[config.mk]
export PLATFORM = sky130hd
export DESIGN_NAME = csma_ca_mac_controller
export DESIGN_NICKNAME = d
export VERILOG_FILES = /design/src/design/csma_pkg.sv /design/src/design/csma_evt_fifo.sv /design/src/design/csma_engine.sv /design/src/design/csma_ca_mac_controller.sv
export VERILOG_INCLUDE_DIRS = /design/src /design/src/design
export SDC_FILE = /design/constraint.sdc
export NUM_CORES = 1
export LEC_CHECK = 0
export ABC_CLOCK_PERIOD_IN_PS = 11300
export BUFFER_PORTS_ARGS = -buffer_cell sky130_fd_sc_hd__buf_2
export CAP_MARGIN = 30
export CORE_MARGIN = 2
export CORE_UTILIZATION = 35
export CTS_CLUSTER_SIZE = 25
export DETAILED_ROUTE_END_ITERATION = 10
export PLACE_DENSITY = 0.58
export SETUP_SLACK_MARGIN = 0.15
export SLEW_MARGIN = 20
export SYNTH_ARGS = -nofsm -noshare
export SYNTH_HDL_FRONTEND = slang
export SYNTH_SLANG_ARGS = --single-unit
export TNS_END_PERCENT = 100
[constraint.sdc]
create_clock -name clk_i -period 11.3 [get_ports clk_i]
set_input_delay 1.695 -clock clk_i [delete_from_list [all_inputs] [get_ports clk_i]]
set_output_delay 1.695 -clock clk_i [all_outputs]
set_load 0.01 [all_outputs]
[src/design/csma_ca_mac_controller_macros.svh]
// ---------------------------------------------------------------------------
// CSMA-CA MAC controller assertion macros
// Concurrent assertion wrappers, compiled out for synthesis.
// ---------------------------------------------------------------------------
`ifndef CSMA_CA_MAC_CONTROLLER_MACROS_SVH
`define CSMA_CA_MAC_CONTROLLER_MACROS_SVH
`ifndef SYNTHESIS
`define CSMA_ASSERT(label, clk, rst_n, prop) \
  label: assert property (@(posedge clk) disable iff (!rst_n) (prop)) \
    else $error("assertion failed");
`define CSMA_ASSERT_IMPL(label, clk, rst_n, ante, cons) \
  label: assert property (@(posedge clk) disable iff (!rst_n) (ante) |-> (cons)) \
    else $error("assertion failed");
`else
`define CSMA_ASSERT(label, clk, rst_n, prop)
`define CSMA_ASSERT_IMPL(label, clk, rst_n, ante, cons)
`endif
`endif

[src/design/csma_pkg.sv]
// ---------------------------------------------------------------------------
// CSMA-CA MAC controller package
// Shared types, event codes and command codes.
// ---------------------------------------------------------------------------
package csma_pkg;

  typedef enum logic [2:0] {
    ST_IDLE     = 3'd0,
    ST_BACKOFF  = 3'd1,
    ST_CCA      = 3'd2,
    ST_TXFRAME  = 3'd3,
    ST_WAITACK  = 3'd4,
    ST_WAITSIFS = 3'd5,
    ST_TXACK    = 3'd6
  } mac_state_e;

  localparam logic [3:0] EV_SEND    = 4'd0;
  localparam logic [3:0] EV_BACKOFF = 4'd1;
  localparam logic [3:0] EV_CCA     = 4'd2;
  localparam logic [3:0] EV_SIFS    = 4'd3;
  localparam logic [3:0] EV_ACKTO   = 4'd4;
  localparam logic [3:0] EV_TXDONE  = 4'd5;
  localparam logic [3:0] EV_RXDATA  = 4'd6;
  localparam logic [3:0] EV_RXDUP   = 4'd7;
  localparam logic [3:0] EV_RXBCAST = 4'd8;
  localparam logic [3:0] EV_RXACK   = 4'd9;

  localparam logic [1:0] RADIO_NONE = 2'd0;
  localparam logic [1:0] RADIO_RX   = 2'd1;
  localparam logic [1:0] RADIO_TX   = 2'd2;

  localparam logic [2:0] TSTART_NONE = 3'd0;
  localparam logic [2:0] TSTART_BO   = 3'd1;
  localparam logic [2:0] TSTART_CCA  = 3'd2;
  localparam logic [2:0] TSTART_SIFS = 3'd3;
  localparam logic [2:0] TSTART_ACK  = 3'd4;

  localparam logic [1:0] TCANCEL_NONE = 2'd0;
  localparam logic [1:0] TCANCEL_BO   = 2'd1;
  localparam logic [1:0] TCANCEL_CCA  = 2'd2;
  localparam logic [1:0] TCANCEL_ACK  = 2'd3;

  localparam logic [1:0] TX_NONE  = 2'd0;
  localparam logic [1:0] TX_FRAME = 2'd1;
  localparam logic [1:0] TX_ACK   = 2'd2;

  localparam logic [1:0] DROP_NONE  = 2'd0;
  localparam logic [1:0] DROP_FULL  = 2'd1;
  localparam logic [1:0] DROP_BUSY  = 2'd2;
  localparam logic [1:0] DROP_RETRY = 2'd3;

  localparam logic [2:0] CFG_USE_ACKS  = 3'd0;
  localparam logic [2:0] CFG_QLIMIT    = 3'd1;
  localparam logic [2:0] CFG_MAX_BUSY  = 3'd2;
  localparam logic [2:0] CFG_MAX_RETRY = 3'd3;
  localparam logic [2:0] CFG_BO_MODE   = 3'd4;
  localparam logic [2:0] CFG_MIN_EXP   = 3'd5;
  localparam logic [2:0] CFG_MAX_EXP   = 3'd6;
  localparam logic [2:0] CFG_CW        = 3'd7;

  localparam logic [1:0] BO_LINEAR = 2'd1;
  localparam logic [1:0] BO_EXP    = 2'd2;

  localparam logic [47:0] ADDR_BCAST = 48'hFFFF_FFFF_FFFF;

  // Classified event from the front end
  typedef struct packed {
    logic [3:0]  kind;
    logic [47:0] dest_address;
    logic [47:0] ack_source;
    logic        channel_idle;
  } event_t;

  typedef struct packed {
    logic [1:0]  radio_mode;
    logic [2:0]  timer_start;
    logic [1:0]  timer_cancel;
    logic [1:0]  transmit;
    logic        deliver_up;
    logic [1:0]  drop_cause;
    logic        window_low;
    logic [14:0] window_high;
    logic [2:0]  mac_state;
    logic [3:0]  queue_count;
  } result_t;

  typedef struct packed {
    logic       use_acks;
    logic [3:0] queue_limit;
    logic [3:0] max_busy_backoffs;
    logic [3:0] max_retries;
    logic [1:0] backoff_mode;
    logic [3:0] min_exponent;
    logic [3:0] max_exponent;
    logic [7:0] contention_window;
  } cfg_t;

endpackage

[src/design/csma_evt_fifo.sv]
// ---------------------------------------------------------------------------
// CSMA-CA event queue
// Two-entry queue that decouples the event front end from the MAC engine.
// ---------------------------------------------------------------------------
module csma_evt_fifo (
  input  logic              clk_i,
  input  logic              rst_ni,
  input  logic              push_i,
  input  csma_pkg::event_t  push_data_i,
  output logic              full_o,
  output logic              pop_valid_o,
  input  logic              pop_i,
  output csma_pkg::event_t  pop_data_o
);

  csma_pkg::event_t mem_q [2];
  logic       wr_ptr_q, wr_ptr_d;
  logic       rd_ptr_q, rd_ptr_d;
  logic [1:0] cnt_q, cnt_d;

  assign full_o      = (cnt_q == 2'd2);
  assign pop_valid_o = (cnt_q != 2'd0);
  assign pop_data_o  = mem_q[rd_ptr_q];

  // Advance pointers and count
  always_comb begin
    wr_ptr_d = wr_ptr_q + 1'b1;
    rd_ptr_d = rd_ptr_q + 1'b1;
    cnt_d    = cnt_q + 2'(push_i) - 2'(pop_i);
  end

  always_ff @(posedge clk_i or negedge rst_ni) begin
    if (!rst_ni) begin
      wr_ptr_q <= 1'b0;
      rd_ptr_q <= 1'b0;
      cnt_q    <= 2'd0;
    end else begin
      if (push_i) wr_ptr_q <= wr_ptr_d;
      if (pop_i) rd_ptr_q <= rd_ptr_d;
      cnt_q <= cnt_d;
    end
  end

  // Hold entries
  always_ff @(posedge clk_i) begin
    if (push_i) mem_q[wr_ptr_q] <= push_data_i;
  end

endmodule

[src/design/csma_engine.sv]
// ---------------------------------------------------------------------------
// CSMA-CA MAC engine
// Applies an event per cycle, unless its result stalls, to FSM and tx queue.
// ---------------------------------------------------------------------------
module csma_engine #(
  parameter int unsigned QUEUE_DEPTH = 8
) (
  input  logic              clk_i,
  input  logic              rst_ni,
  input  csma_pkg::cfg_t    cfg_i,
  input  logic              ev_valid_i,
  input  csma_pkg::event_t  ev_i,
  output logic              ev_ready_o,
  output logic              res_valid_o,
  output csma_pkg::result_t res_o,
  input  logic              res_ready_i
);

  localparam int unsigned PtrW = (QUEUE_DEPTH > 1) ? $clog2(QUEUE_DEPTH) : 1;

  logic [47:0] store_q [QUEUE_DEPTH];
  csma_pkg::mac_state_e state_q, state_d;
  logic [PtrW-1:0] head_q, head_d, tail_q;
  logic [3:0]  count_q, count_d;
  logic [4:0]  busy_q, busy_d;
  logic [3:0]  retry_q, retry_d;
  logic        intr_q, intr_d, bo_pend_q, bo_pend_d, ack_pend_q, ack_pend_d;
  logic        res_valid_q;
  csma_pkg::result_t res_q, r;
  logic        fire, do_push;
  logic [47:0] head_addr_q;
  logic [3:0]  cap;
  logic        ev_rx;

  assign ev_ready_o  = !res_valid_q || res_ready_i;
  assign fire        = ev_valid_i && ev_ready_o;
  assign res_valid_o = res_valid_q;
  assign res_o       = res_q;
  assign cap = (32'(cfg_i.queue_limit) > QUEUE_DEPTH) ? 4'(QUEUE_DEPTH) : cfg_i.queue_limit;
  assign ev_rx = (ev_i.kind == csma_pkg::EV_RXDATA) || (ev_i.kind == csma_pkg::EV_RXDUP) ||
                 (ev_i.kind == csma_pkg::EV_RXBCAST);

  function automatic logic [15:0] window_f(input csma_pkg::cfg_t c, input logic [4:0] busy);
    logic [5:0] be;
    logic [15:0] w;
    begin
      be = 6'(c.min_exponent) + 6'(busy);
      if (be > 6'(c.max_exponent)) be = 6'(c.max_exponent);
      if (c.backoff_mode == csma_pkg::BO_EXP) w = {1'b0, 15'((16'd1 << be[3:0]) - 16'd1)};
      else if (c.backoff_mode == csma_pkg::BO_LINEAR)
        w = {1'b1, 15'(16'(c.contention_window) + 16'(busy))};
      else w = {1'b1, 7'd0, c.contention_window};
      window_f = w;
    end
  endfunction

  // Next state and result
  always_comb begin
    logic [15:0] w;
    logic        pop, settle, backoff;
    state_d = state_q; head_d = head_q; count_d = count_q; busy_d = busy_q;
    retry_d = retry_q; intr_d = intr_q; bo_pend_d = bo_pend_q; ack_pend_d = ack_pend_q;
    r = '0; do_push = 1'b0; pop = 1'b0; settle = 1'b0; backoff = 1'b0; w = '0;
    if (ev_i.kind == csma_pkg::EV_BACKOFF) bo_pend_d = 1'b0;
    if (ev_i.kind == csma_pkg::EV_ACKTO) ack_pend_d = 1'b0;
    if (ev_i.kind == csma_pkg::EV_SEND) begin
      if (count_q < cap) begin
        do_push = 1'b1;
        count_d = count_q + 4'd1;
        if (state_q == csma_pkg::ST_IDLE) begin
          state_d = csma_pkg::ST_BACKOFF; busy_d = '0; backoff = 1'b1;
        end
      end else r.drop_cause = csma_pkg::DROP_FULL;
    end else begin
      case (state_q)
        csma_pkg::ST_IDLE: begin
          if (ev_i.kind == csma_pkg::EV_RXDATA || ev_i.kind == csma_pkg::EV_RXBCAST)
            r.deliver_up = 1'b1;
          if ((ev_i.kind == csma_pkg::EV_RXDATA || ev_i.kind == csma_pkg::EV_RXDUP)
              && cfg_i.use_acks) begin
            r.radio_mode = csma_pkg::RADIO_TX; state_d = csma_pkg::ST_WAITSIFS;
            r.timer_start = csma_pkg::TSTART_SIFS;
          end
        end
        csma_pkg::ST_BACKOFF, csma_pkg::ST_CCA: begin
          if (state_q == csma_pkg::ST_BACKOFF && ev_i.kind == csma_pkg::EV_BACKOFF) begin
            r.timer_start = csma_pkg::TSTART_CCA; state_d = csma_pkg::ST_CCA;
            r.radio_mode = csma_pkg::RADIO_RX;
          end else if (state_q == csma_pkg::ST_CCA && ev_i.kind == csma_pkg::EV_CCA) begin
            if (count_q == 4'd0) settle = 1'b1;
            else if (ev_i.channel_idle) begin
              state_d = csma_pkg::ST_TXFRAME; r.radio_mode = csma_pkg::RADIO_TX;
              r.transmit = csma_pkg::TX_FRAME;
            end else begin
              if (busy_q != 5'd31) busy_d = busy_q + 5'd1;
              if (busy_d > 5'(cfg_i.max_busy_backoffs)) begin
                pop = 1'b1; r.drop_cause = csma_pkg::DROP_BUSY; settle = 1'b1;
              end else begin
                state_d = csma_pkg::ST_BACKOFF; backoff = 1'b1;
              end
            end
          end else if (ev_rx) begin
            if (ev_i.kind != csma_pkg::EV_RXDUP) r.deliver_up = 1'b1;
            if (ev_i.kind != csma_pkg::EV_RXBCAST && cfg_i.use_acks) begin
              intr_d = 1'b1;
              if (state_q == csma_pkg::ST_CCA) r.timer_cancel = csma_pkg::TCANCEL_CCA;
              else begin
                r.timer_cancel = csma_pkg::TCANCEL_BO; bo_pend_d = 1'b0;
              end
              r.radio_mode = csma_pkg::RADIO_TX; state_d = csma_pkg::ST_WAITSIFS;
              r.timer_start = csma_pkg::TSTART_SIFS;
            end
          end
        end
        csma_pkg::ST_TXFRAME: begin
          if (ev_i.kind == csma_pkg::EV_TXDONE) begin
            r.radio_mode = csma_pkg::RADIO_RX;
            if (count_q != 4'd0 && cfg_i.use_acks && head_addr_q != csma_pkg::ADDR_BCAST) begin
              state_d = csma_pkg::ST_WAITACK; r.timer_start = csma_pkg::TSTART_ACK;
              ack_pend_d = 1'b1;
            end else begin
              pop = 1'b1; settle = 1'b1;
            end
          end
        end
        csma_pkg::ST_WAITACK: begin
          if (ev_i.kind == csma_pkg::EV_RXACK) begin
            if (count_q != 4'd0 && ev_i.ack_source == head_addr_q) begin
              if (ack_pend_q) begin
                r.timer_cancel = csma_pkg::TCANCEL_ACK; ack_pend_d = 1'b0;
              end
              pop = 1'b1; settle = 1'b1;
            end
          end else if (ev_i.kind == csma_pkg::EV_ACKTO) begin
            if (retry_q < cfg_i.max_retries) retry_d = retry_q + 4'd1;
            else begin
              pop = 1'b1; r.drop_cause = csma_pkg::DROP_RETRY;
            end
            settle = 1'b1;
          end else if (ev_i.kind == csma_pkg::EV_RXDATA || ev_i.kind == csma_pkg::EV_RXBCAST)
            r.deliver_up = 1'b1;
        end
        csma_pkg::ST_WAITSIFS: begin
          if (ev_i.kind == csma_pkg::EV_SIFS) begin
            state_d = csma_pkg::ST_TXACK; r.transmit = csma_pkg::TX_ACK;
          end else if (ev_i.kind == csma_pkg::EV_BACKOFF) backoff = 1'b1;
          else if (ev_i.kind == csma_pkg::EV_RXDATA || ev_i.kind == csma_pkg::EV_RXBCAST)
            r.deliver_up = 1'b1;
        end
        csma_pkg::ST_TXACK: begin
          if (ev_i.kind == csma_pkg::EV_TXDONE) begin
            r.radio_mode = csma_pkg::RADIO_RX; settle = 1'b1;
          end
        end
        default: ;
      endcase
    end
    // Drop the head frame
    if (pop) begin
      if (count_q != 4'd0) begin
        head_d = (32'(head_q) == QUEUE_DEPTH - 1) ? '0 : head_q + 1'b1;
        count_d = count_q - 4'd1;
      end
      retry_d = '0;
    end
    // Resume backoff or go idle
    if (settle) begin
      if (count_d != 4'd0) begin
        if (intr_d) intr_d = 1'b0;
        else busy_d = '0;
        if (!bo_pend_d) backoff = 1'b1;
        state_d = csma_pkg::ST_BACKOFF;
      end else state_d = csma_pkg::ST_IDLE;
    end
    if (backoff) begin
      w = window_f(cfg_i, busy_d);
      r.timer_start = csma_pkg::TSTART_BO; bo_pend_d = 1'b1;
      r.window_low = w[15]; r.window_high = w[14:0];
    end
    r.mac_state = state_d;
    r.queue_count = count_d;
  end

  always_ff @(posedge clk_i or negedge rst_ni) begin
    if (!rst_ni) begin
      state_q <= csma_pkg::ST_IDLE; head_q <= '0; tail_q <= '0; count_q <= '0;
      busy_q <= '0; retry_q <= '0; intr_q <= 1'b0; bo_pend_q <= 1'b0;
      ack_pend_q <= 1'b0; res_valid_q <= 1'b0;
    end else begin
      if (fire) begin
        state_q <= state_d; head_q <= head_d; count_q <= count_d; busy_q <= busy_d;
        retry_q <= retry_d; intr_q <= intr_d; bo_pend_q <= bo_pend_d;
        ack_pend_q <= ack_pend_d;
        if (do_push) tail_q <= (32'(tail_q) == QUEUE_DEPTH - 1) ? '0 : tail_q + 1'b1;
        res_valid_q <= 1'b1;
      end else if (res_ready_i) res_valid_q <= 1'b0;
    end
  end

  // Hold the result, write the destination store and register the head entry;
  // a frame pushed into an empty queue becomes the head directly
  always_ff @(posedge clk_i) begin
    if (fire) begin
      res_q <= r;
      if (do_push) store_q[tail_q] <= ev_i.dest_address;
      if (do_push && count_q == 4'd0) head_addr_q <= ev_i.dest_address;
      else head_addr_q <= store_q[head_d];
    end
  end

endmodule

[src/design/csma_ca_mac_controller.sv]
// ---------------------------------------------------------------------------
// CSMA-CA MAC controller top level
// Event front end, event queue and MAC engine.
// ---------------------------------------------------------------------------
// Usage: events enter on the in_valid_i/in_ready_o channel (kind, addresses,
// channel_idle); each event yields exactly one result on out_valid_o/
// out_ready_i carrying radio, timer, transmit, deliver and drop commands,
// the backoff window, the new state and the queue count.
// An event transfers into a two-entry queue; the engine pops it from the
// queue and registers its result, which is then offered on out_valid_o.
// The engine applies one event per cycle while each result is taken, so
// one event per cycle is sustained when out_ready_i stays high.
// When the receiver stalls, the engine holds its result, the queue fills and
// in_ready_o falls once both queue entries are taken.
// Reset clears the state machine, queue pointers and counters and loads
// register defaults. The user writes registers through cfg_we_i/cfg_index_i/
// cfg_data_i only while no event is in flight; the block does not check it.
// ---------------------------------------------------------------------------
`include "csma_ca_mac_controller_macros.svh"

module csma_ca_mac_controller #(
  parameter int unsigned QUEUE_DEPTH = 8
) (
  input  logic        clk_i,
  input  logic        rst_ni,
  input  logic        cfg_we_i,
  input  logic [2:0]  cfg_index_i,
  input  logic [7:0]  cfg_data_i,
  input  logic        in_valid_i,
  output logic        in_ready_o,
  input  logic [3:0]  kind_i,
  input  logic [47:0] dest_address_i,
  input  logic [47:0] ack_source_i,
  input  logic        channel_idle_i,
  output logic        out_valid_o,
  input  logic        out_ready_i,
  output logic [1:0]  radio_mode_o,
  output logic [2:0]  timer_start_o,
  output logic [1:0]  timer_cancel_o,
  output logic [1:0]  transmit_o,
  output logic        deliver_up_o,
  output logic [1:0]  drop_cause_o,
  output logic        window_low_o,
  output logic [14:0] window_high_o,
  output logic [2:0]  mac_state_o,
  output logic [3:0]  queue_count_o
);

  csma_pkg::cfg_t    cfg_q;
  csma_pkg::event_t  ev_in, ev_out;
  csma_pkg::result_t res;
  logic fifo_full, ev_valid, ev_ready;

  // Load configuration registers
  always_ff @(posedge clk_i or negedge rst_ni) begin
    if (!rst_ni) begin
      cfg_q <= '{use_acks: 1'b1, queue_limit: 4'd8, max_busy_backoffs: 4'd4,
                 max_retries: 4'd3, backoff_mode: 2'd2, min_exponent: 4'd3,
                 max_exponent: 4'd5, contention_window: 8'd8};
    end else if (cfg_we_i) begin
      case (cfg_index_i)
        csma_pkg::CFG_USE_ACKS:  cfg_q.use_acks <= cfg_data_i[0];
        csma_pkg::CFG_QLIMIT:    cfg_q.queue_limit <= cfg_data_i[3:0];
        csma_pkg::CFG_MAX_BUSY:  cfg_q.max_busy_backoffs <= cfg_data_i[3:0];
        csma_pkg::CFG_MAX_RETRY: cfg_q.max_retries <= cfg_data_i[3:0];
        csma_pkg::CFG_BO_MODE:   cfg_q.backoff_mode <= cfg_data_i[1:0];
        csma_pkg::CFG_MIN_EXP:   cfg_q.min_exponent <= cfg_data_i[3:0];
        csma_pkg::CFG_MAX_EXP:   cfg_q.max_exponent <= cfg_data_i[3:0];
        csma_pkg::CFG_CW:        cfg_q.contention_window <= cfg_data_i;
        default: ;
      endcase
    end
  end

  assign in_ready_o = !fifo_full;
  assign ev_in = '{kind: kind_i, dest_address: dest_address_i,
                   ack_source: ack_source_i, channel_idle: channel_idle_i};

  csma_evt_fifo u_fifo (
    .clk_i, .rst_ni,
    .push_i(in_valid_i && in_ready_o), .push_data_i(ev_in), .full_o(fifo_full),
    .pop_valid_o(ev_valid), .pop_i(ev_valid && ev_ready), .pop_data_o(ev_out)
  );

  csma_engine #(.QUEUE_DEPTH(QUEUE_DEPTH)) u_engine (
    .clk_i, .rst_ni, .cfg_i(cfg_q),
    .ev_valid_i(ev_valid), .ev_i(ev_out), .ev_ready_o(ev_ready),
    .res_valid_o(out_valid_o), .res_o(res), .res_ready_i(out_ready_i)
  );

  assign radio_mode_o   = res.radio_mode;
  assign timer_start_o  = res.timer_start;
  assign timer_cancel_o = res.timer_cancel;
  assign transmit_o     = res.transmit;
  assign deliver_up_o   = res.deliver_up;
  assign drop_cause_o   = res.drop_cause;
  assign window_low_o   = res.window_low;
  assign window_high_o  = res.window_high;
  assign mac_state_o    = res.mac_state;
  assign queue_count_o  = res.queue_count;

  `CSMA_ASSERT_IMPL(a_stall_hold, clk_i, rst_ni, out_valid_o && !out_ready_i, ##1 out_valid_o && $stable(res))
  `CSMA_ASSERT_IMPL(a_window_only_bo, clk_i, rst_ni, out_valid_o && timer_start_o != csma_pkg::TSTART_BO, window_low_o == 1'b0 && window_high_o == 15'd0)
  `CSMA_ASSERT_IMPL(a_idle_empty, clk_i, rst_ni, out_valid_o && mac_state_o == csma_pkg::ST_IDLE, queue_count_o == 4'd0)

endmodule

## After elaboration in Yosys (flattened, before gate mapping)

Memory sizes are Yosys's and may differ from the RTL's.
Index checks and enable logic that the tools add are counted.

- $add $sub $neg: 13
- $lt $le $gt $ge: 5
- Equal/unequal tests: 34
- Shift operators: 1
- Muxes and demuxes: 168
- Bitwise operators: 1
- Reductions and logical operators: 40

Operators with widths:

| kind | number |
|---|---|
| 5-bit two-way mux | 21 |
| 1-bit two-way mux | 76 |
| 3-bit two-way mux | 21 |
| 4-bit two-way mux | 14 |
| 48-bit equality test | 1 |
| 48-bit two-way mux | 1 |
| 48-bit inequality test, second input constant | 1 |
| 2-bit two-way mux | 17 |
| 15-bit two-way mux | 2 |
| 7-bit two-way mux | 4 |
| 3-bit equality test, second input constant | 9 |
| 2-bit AND reduction | 9 |
| 4-bit by 3-bit equality test with 1-bit output, second input constant | 4 |
| 1-bit by 4-bit << shifter with 15-bit output, first input constant | 1 |
| 15-bit by 1-bit subtractor with 15-bit output, second input constant | 1 |
| 3-bit by 2-bit equality test with 1-bit output, second input constant | 4 |
| 2-bit case mux with 2 select lines | 3 |
| 3-bit case mux with 4 select lines | 1 |
| 1-bit logical AND | 10 |
| 2-bit nonzero test | 5 |
| 8-bit by 5-bit adder with 9-bit output | 1 |
| 3-bit case mux with 3 select lines | 1 |
| 4-bit by 1-bit adder with 4-bit output, second input constant | 2 |
| 4-bit by 2-bit equality test with 1-bit output, second input constant | 2 |
| other kinds (33) | 51 |

- Register bits after elaboration: 144
- Bits in writable memories: 586
- Input port bits: 117
- Output and inout bits: 37
- Logic and storage cells: 297
- Memories: 2

Memories:

| name | words | width | read ports | clocked after Yosys merged registers in | wr ports | RTL line | text |
|---|---|---|---|---|---|---|---|
| u_engine.store_q | 8 | 48 | 1 | 0 | 1 | csma_engine.sv:21 | `logic [47:0] store_q [QUEUE_DEPTH];` |
| u_fifo.mem_q | 2 | 101 | 1 | 0 | 1 | csma_evt_fifo.sv:16 | `csma_pkg::event_t mem_q [2];` |

## Longest topological paths before layout

- Depth after elaboration: 27
- Depth in mapped cells: 38
- Mapped depth without buffers: 34

## By module

A second synthesis with hierarchy kept.

- Cells, all modules: 1750
- Area, all modules: 30847.1 µm²

Modules (own cells, without submodules):

| module | times used | cells each | area an instance (µm²) | sequential area each (µm²) |
|---|---|---|---|---|
| csma_engine | 1 | 1345 | 21782.1 | 14674.1 |
| csma_evt_fifo | 1 | 329 | 7810.0 | 6165.9 |
| csma_ca_mac_controller | 1 | 76 | 1255.0 | 789.5 |

## Least setup slack after synthesis

No wires, ideal clock.

- Kind: register to register
- Start point: register u_engine.busy_q[0]
- End point: register u_engine.res_q (netlist bit u_engine.res_o[15]), data pin
- Library setup time: 0.269 ns
- Data arrival time: 7.833 ns
- Data required time: 11.031 ns
- Path slack: 3.198 ns
- Stages on the path, launching flop included: 39
- Path buffers: 4
- Period minus slack after synthesis: 8.102 ns
- Cells stage by stage: dfrtp_1 ha_1 and3_1 nand2_1 mux2_2 ha_1 nor2b_1 o21ai_0 a21oi_1 o31ai_1 nand3_1 o211a_1 a211o_1 o41a_1 nand2_1 nand2_1 nor2_1 ha_1 [... 3 more ...] inv_1 buf_2 ha_1 a21oi_1 a41oi_1 nor2_1 o211ai_4 buf_6 buf_4 nor4_1 a41oi_1 ha_1 clkbuf_1 inv_1 o31ai_1 o221a_1 o21ai_1 a21oi_1

- Word-level cells in the longest chain between the ends: 27
- Elaborated cells between the ends (all ways): 54
- Classes of those cells: add/sub (4); order compare (2); eq/ne (1); shift (1); mux (45); reduce/logical (1)

Ends and longest elaborated chain:

| item | RTL line | text |
|---|---|---|
| from (decl) | csma_engine.sv:25 | `logic [4:0] busy_q, busy_d;` |
| from (signal assigned) | csma_engine.sv:187 | `busy_q <= '0; retry_q <= '0; intr_q <= 1'b0; bo_pend_q <= 1'b0;` |
| from (signal assigned) | csma_engine.sv:191 | `state_q <= state_d; head_q <= head_d; count_q <= count_d; busy_q <= busy_d;` |
| 5-bit by 1-bit adder with 5-bit output / 5-bit inequality test (equally long branches) | csma_engine.sv:95 | `if (busy_q != 5'd31) busy_d = busy_q + 5'd1;` |
| 5-bit two-way mux (*) | csma_engine.sv:95 |  |
| 5-bit two-way mux (*) | csma_engine.sv:91 | `else if (ev_i.channel_idle) begin` |
| 5-bit two-way mux (*) | csma_engine.sv:90 | `if (count_q == 4'd0) settle = 1'b1;` |
| 5-bit two-way mux (*) | csma_engine.sv:89 | `end else if (state_q == csma_pkg::ST_CCA && ev_i.kind == csma_pkg::EV_CCA) begin` |
| 5-bit two-way mux (*) | csma_engine.sv:86 | `if (state_q == csma_pkg::ST_BACKOFF && ev_i.kind == csma_pkg::EV_BACKOFF) begin` |
| 5-bit two-way mux (*) | csma_engine.sv:75 | `case (state_q)` |
| 5-bit two-way mux (*) | csma_engine.sv:66 | `if (ev_i.kind == csma_pkg::EV_SEND) begin` |
| [... 9 more ...] | - |  |
| net u_engine.count_d[3] | csma_engine.sv:24 | `logic [3:0] count_q, count_d;` |
| [... 3 more ...] | - |  |
| net u_engine.busy_d[1] | csma_engine.sv:25 |  |
| 4-bit by 5-bit adder with 6-bit output | csma_engine.sv:47 | `be = 6'(c.min_exponent) + 6'(busy);` |
| 6-bit by 4-bit greater-than comparator with 1-bit output | csma_engine.sv:48 | `if (be > 6'(c.max_exponent)) be = 6'(c.max_exponent);` |
| 4-bit two-way mux | csma_engine.sv:48 |  |
| 4-bit two-way mux | csma_engine.sv:175 | `if (backoff) begin` |
| 1-bit by 4-bit << shifter with 15-bit output | csma_engine.sv:49 | `if (c.backoff_mode == csma_pkg::BO_EXP) w = {1'b0, 15'((16'd1 << be[3:0]) - 16'd1)};` |
| 15-bit by 1-bit subtractor with 15-bit output | csma_engine.sv:49 |  |
| 15-bit two-way mux (*) | csma_engine.sv:49 |  |
| to (signal assigned) | csma_engine.sv:204 | `res_q <= r;` |
| to (decl) | csma_engine.sv:29 | `csma_pkg::result_t res_q, r;` |

Mark *: on every way through the listed nets, which the timed path passes. The rest lies on a longest branch. The select of a mux whose other input is x is not followed.
A chain may end at the register's enable or synchronous reset.

## Worst setup path in the final report

Same ends and word-level chain as after synthesis.

==> impl_results.md <==
* Yosys warning total at 0
* Via count at 16168
* Register clock-pin slew on the reported worst setup and hold paths at 0.06 ns
* Slowest cell on the critical path: o31ai_1
* Worst Path Max Fanout at 33
* Min-Delay Path Class: reg2reg
* Adder-Cell Fraction of Synth Area at 1.57%
* Die area at 0.0889 mm2
* Setup bufs post-CTS at 0
* Row count at 107
* DRC violations left at 0
* Chip width at 298 um
* Achievable Freq at 0.106 GHz
* Lkg Pwr at 12.4 nW
* Initial antenna violation count at 18
* Final setup fails at 0
* Worst EP arrival at 9.77 ns
* RSZ-0062 raised after global routing: no
* Syn_area_per_cell at 17.5 um2
* CP bufs+invs at 2
* First-pass GRT wire length at 105000 um
* Flops & latches, synth at 730
* Post-route insts no fill at 3117
* Post_cts resized at 0
* DR WL/cell at 22.4 um
* FILL cells at 7708
* CTS Sinks at 730
* Synth Area in Compound Gates at 4.69%
* GRT Total Usage at 15.6%
* Post-Place Cell Area at 0.0325 mm2
* Syn Std Cell Area at 0.0303 mm2
* TritonCTS buffer count at 76
* Layout cells sized above 1 at 26.0%
* Die Height at 298 um
* Post-DP HPWL at 43000 um
* Critical Path Stages at 34
* CTS Hold Buffers Added at 0
* FF-to-FF End: u_engine.res_o[15]
* Initial core utilization at 35.4%
* Port Buffers at 153
* Synth cell types at 84
* Top FF cell, synth: edfxtp_1
* Run status: completed
* Crit share post-route at 83.3%
* Syn nets at 1884
* Met3 Use GR at 3.27%
* Grt peak-use layer: met2
* # IOs at 154
* Drt pass-1 iters at 5
* Via density at 5.19
* Setup TNS at 0 ns
* Sequential share of the synthesized area at 71.5%
* Core ar. at 0.0854 mm2
* DRT iter0 DRCs at 1370
* Reg area at 0.0216 mm2
* Vias in the first global route at 16473
* Min Tclk post-route at 9.41 ns
* EDFF count, synth at 669
* TritonCTS clock tree: built
* Maxcap violations at 0
* Post-synthesis cell count at 1731
* Crit. End Element: register
* Main combinational cell family by area after synthesis: multiplexers
* Mux cell area share after synthesis at 13.9%
* GR Util met2 at 25.7%
* CP Capture Point: u_engine.res_o[15]
* Total power at 0.00795 W
* Cell count after placement at 2981
* Final hold violations at 0
* Area of the multi-input gates at 0.00831 mm2
* Latest clock arrival within the worst-skew pair at 0.64 ns
* Post-synth ARST share at 8.36%
* Routability congestion estimate at 0.832
* Critical Path Start Type: register
* Setup crit start: u_engine.busy_q[0]
* XOR/XNOR share of the synthesized area at 1.68%
* Max H-tree Level at 3
* Delay-heaviest family, CP: compound AO/OA/AOI/OAI gates
* Fin area at 0.0349 mm2
* R2R Path Start: u_engine.busy_q[0]
* Flop-to-flop setup slack at 1.89 ns
* Worst Tran Pin Value at 0.996 ns
* Worst r2r path cells at 34
* Routed Antenna Nets at 0
* CP Class: reg2reg
* Grt ovf at 0
* Syn-to-layout area delta at 15.5%
* Max incr delay on CP at 0.53 ns
* GR Layer Usage met1 at 21.1%
* Peak VDD IR at 0.137 mV
* PwrDens at 228 mW/mm2
* Layout Skew at 0.0499 ns
* Most used cell along the critical path: ha_1
* Max Buffers Root-to-Sink at 3
* Headroom to the max-slew limit at 33.6%
* Clock root buffer: clkbuf_16
* Fin. max-slew vios at 0
* Routed wire length at 69800 um
* Simple-Gate Fraction of Synth Area at 5.29%
* Req. time, crit path at 11.66 ns
* Net count, final at 2069
* Largest net degree at the start of global routing at 77
## area by class of cell
type / instances / share of cell area [%]
Clock buffer: 90 / 5.65
Tap cell: 1144 / 4.10
Antenna cell: 2 / 0.0143
Inverter: 23 / 0.254
Clock inverter: 43 / 1.33
Timing Repair Buffer: 182 / 2.98
Multi-Input combinational cell: 903 / 23.8
Sequential cell: 730 / 61.9
## cells in the mapped netlist, types with 4 or more instances
cell	count	area [um2]
edfxtp_1	669	20100
mux2i_1	106	1060
mux4_2	98	2210
nor2_1	96	360
mux2_2	83	935
a21oi_1	73	365
nand2_1	60	225
dfrtp_1	50	1250
xnor2_1	49	429
clkbuf_1	41	154
o21ai_0	37	185
ha_1	34	425
nand4_1	24	150
inv_1	22	82.6
nor3_1	20	100
nor4_1	20	125
buf_2	14	70.1
nand3_1	14	70.1
nor2b_1	12	75.1
a211oi_1	11	82.6
buf_1	11	41.3
dfstp_2	11	289
nand2b_1	11	68.8
nor3b_1	11	82.6
xor2_1	9	78.8
a22o_1	8	70.1
a211o_1	7	61.3
and3_1	7	43.8
o21a_1	7	52.6
a21o_1	6	45.0
a31oi_1	6	37.5
o21ai_1	6	30.0
buf_6	5	56.3
o31ai_1	5	37.5
a311oi_1	4	35.0
and3b_1	4	35.0
nand4b_1	4	35.0
o211ai_1	4	30.0
o22ai_1	4	25.0
or2_2	4	25.0
## cells in the final DEF (no fill, tap or decap), types with 12 or more instances in the layout
cell type	Yosys	final
clkbuf_1	41	13
nand3_1	14	14
buf_2	14	153
buf_4	3	25
xnor2_1	49	49
mux4_2	98	98
dfrtp_1	50	49
a21oi_1	73	72
nor2_1	96	94
nand4_1	24	24
clkbuf_16	0	77
nand2_1	60	59
edfxtp_1	669	669
nor4_1	20	19
inv_1	22	22
ha_1	34	34
mux2_2	83	83
mux2i_1	106	104
nor2b_1	12	12
nor3_1	20	18
clkinv_1	0	19
o21ai_0	37	37
## kinds of logic (layout without fill, tap and decap cells)
kind of cell | Yosys count | in the layout
other | 0 | 2
buffers and inverters | 98 | 338
and+or+nand+nor | 309 | 309
xor gates and xnor gates | 58 | 58
AOI/OAI and AO/OA | 212 | 212
muxes | 287 | 287
DFF | 730 | 730
adders and majority gates | 37 | 37
## layer usage
layer  up-vias  share of wire (%)
met4        26                2.0
met3       125                5.9
met5         -               0.25
li1       7268                  -
met1      8287                 44
met2       462                 48
## how the worst min path moves through the flow
stage | depth (start not counted) | end | slack, ns | start
2_1_floorplan | 1 | u_fifo.wr_ptr_q | 0.46 | u_fifo.wr_ptr_q
3_3_place_gp | 1 | u_engine.ack_pend_q | 0.49 | u_engine.ack_pend_q
3_5_place_dp | 1 | u_engine.ack_pend_q | 0.49 | u_engine.ack_pend_q
4_1_cts | 1 | cfg_q[20] | 0.51 | cfg_q[20]
5_1_grt | 1 | u_engine.ack_pend_q | 0.52 | u_engine.ack_pend_q
6_report | 1 | cfg_q[20] | 0.51 | cfg_q[20]
## worst reg2reg max path, delay by kind of cell, from the launching register on
kind,cells,cell delay (ns)
fa+ha+maj,5,1.61
xor+xnor,1,0.47
simple gates,9,2.27
mux,1,0.39
flops,1,0.43
compound gates,16,3.45
buf+inv,2,0.55
## registers in the layout, summed over array words and instances, names as in the netlist
signal                count
u_fifo.cnt_q              2
u_engine.res_o           35
u_engine.ack_pend_q       1
u_engine.head_addr_q     48
u_engine.head_q           3
u_engine.busy_q           5
u_engine.tail_q           3
u_fifo.mem_q            202
u_engine.res_valid_o      1
u_engine.bo_pend_q        1
u_fifo.rd_ptr_q           1
cfg_q                    31
u_engine.count_q          4
u_fifo.wr_ptr_q           1
u_engine.intr_q           1
u_engine.retry_q          4
u_engine.state_q          3
u_engine.store_q        384
## metrics by stage
step | util [%] | hold WS [ns] | worst slack [ns]
finish | 40.9 | 0.509 | 1.89
CTS | 40.9 | 0.513 | 2.07
global route | 40.9 | 0.521 | 1.13
floorplan | - | 0.461 | 3.20
global placement | 38.0 | 0.487 | 2.39
detailed placement | 38.0 | 0.492 | 2.13
## report_power, final
group          internal [W]  switching, W
combinational      0.000680       0.00102
sequential          0.00356      0.000268
clock               0.00138       0.00104
total               0.00562       0.00233
No activity file was read; power rests on OpenSTA's default activity.
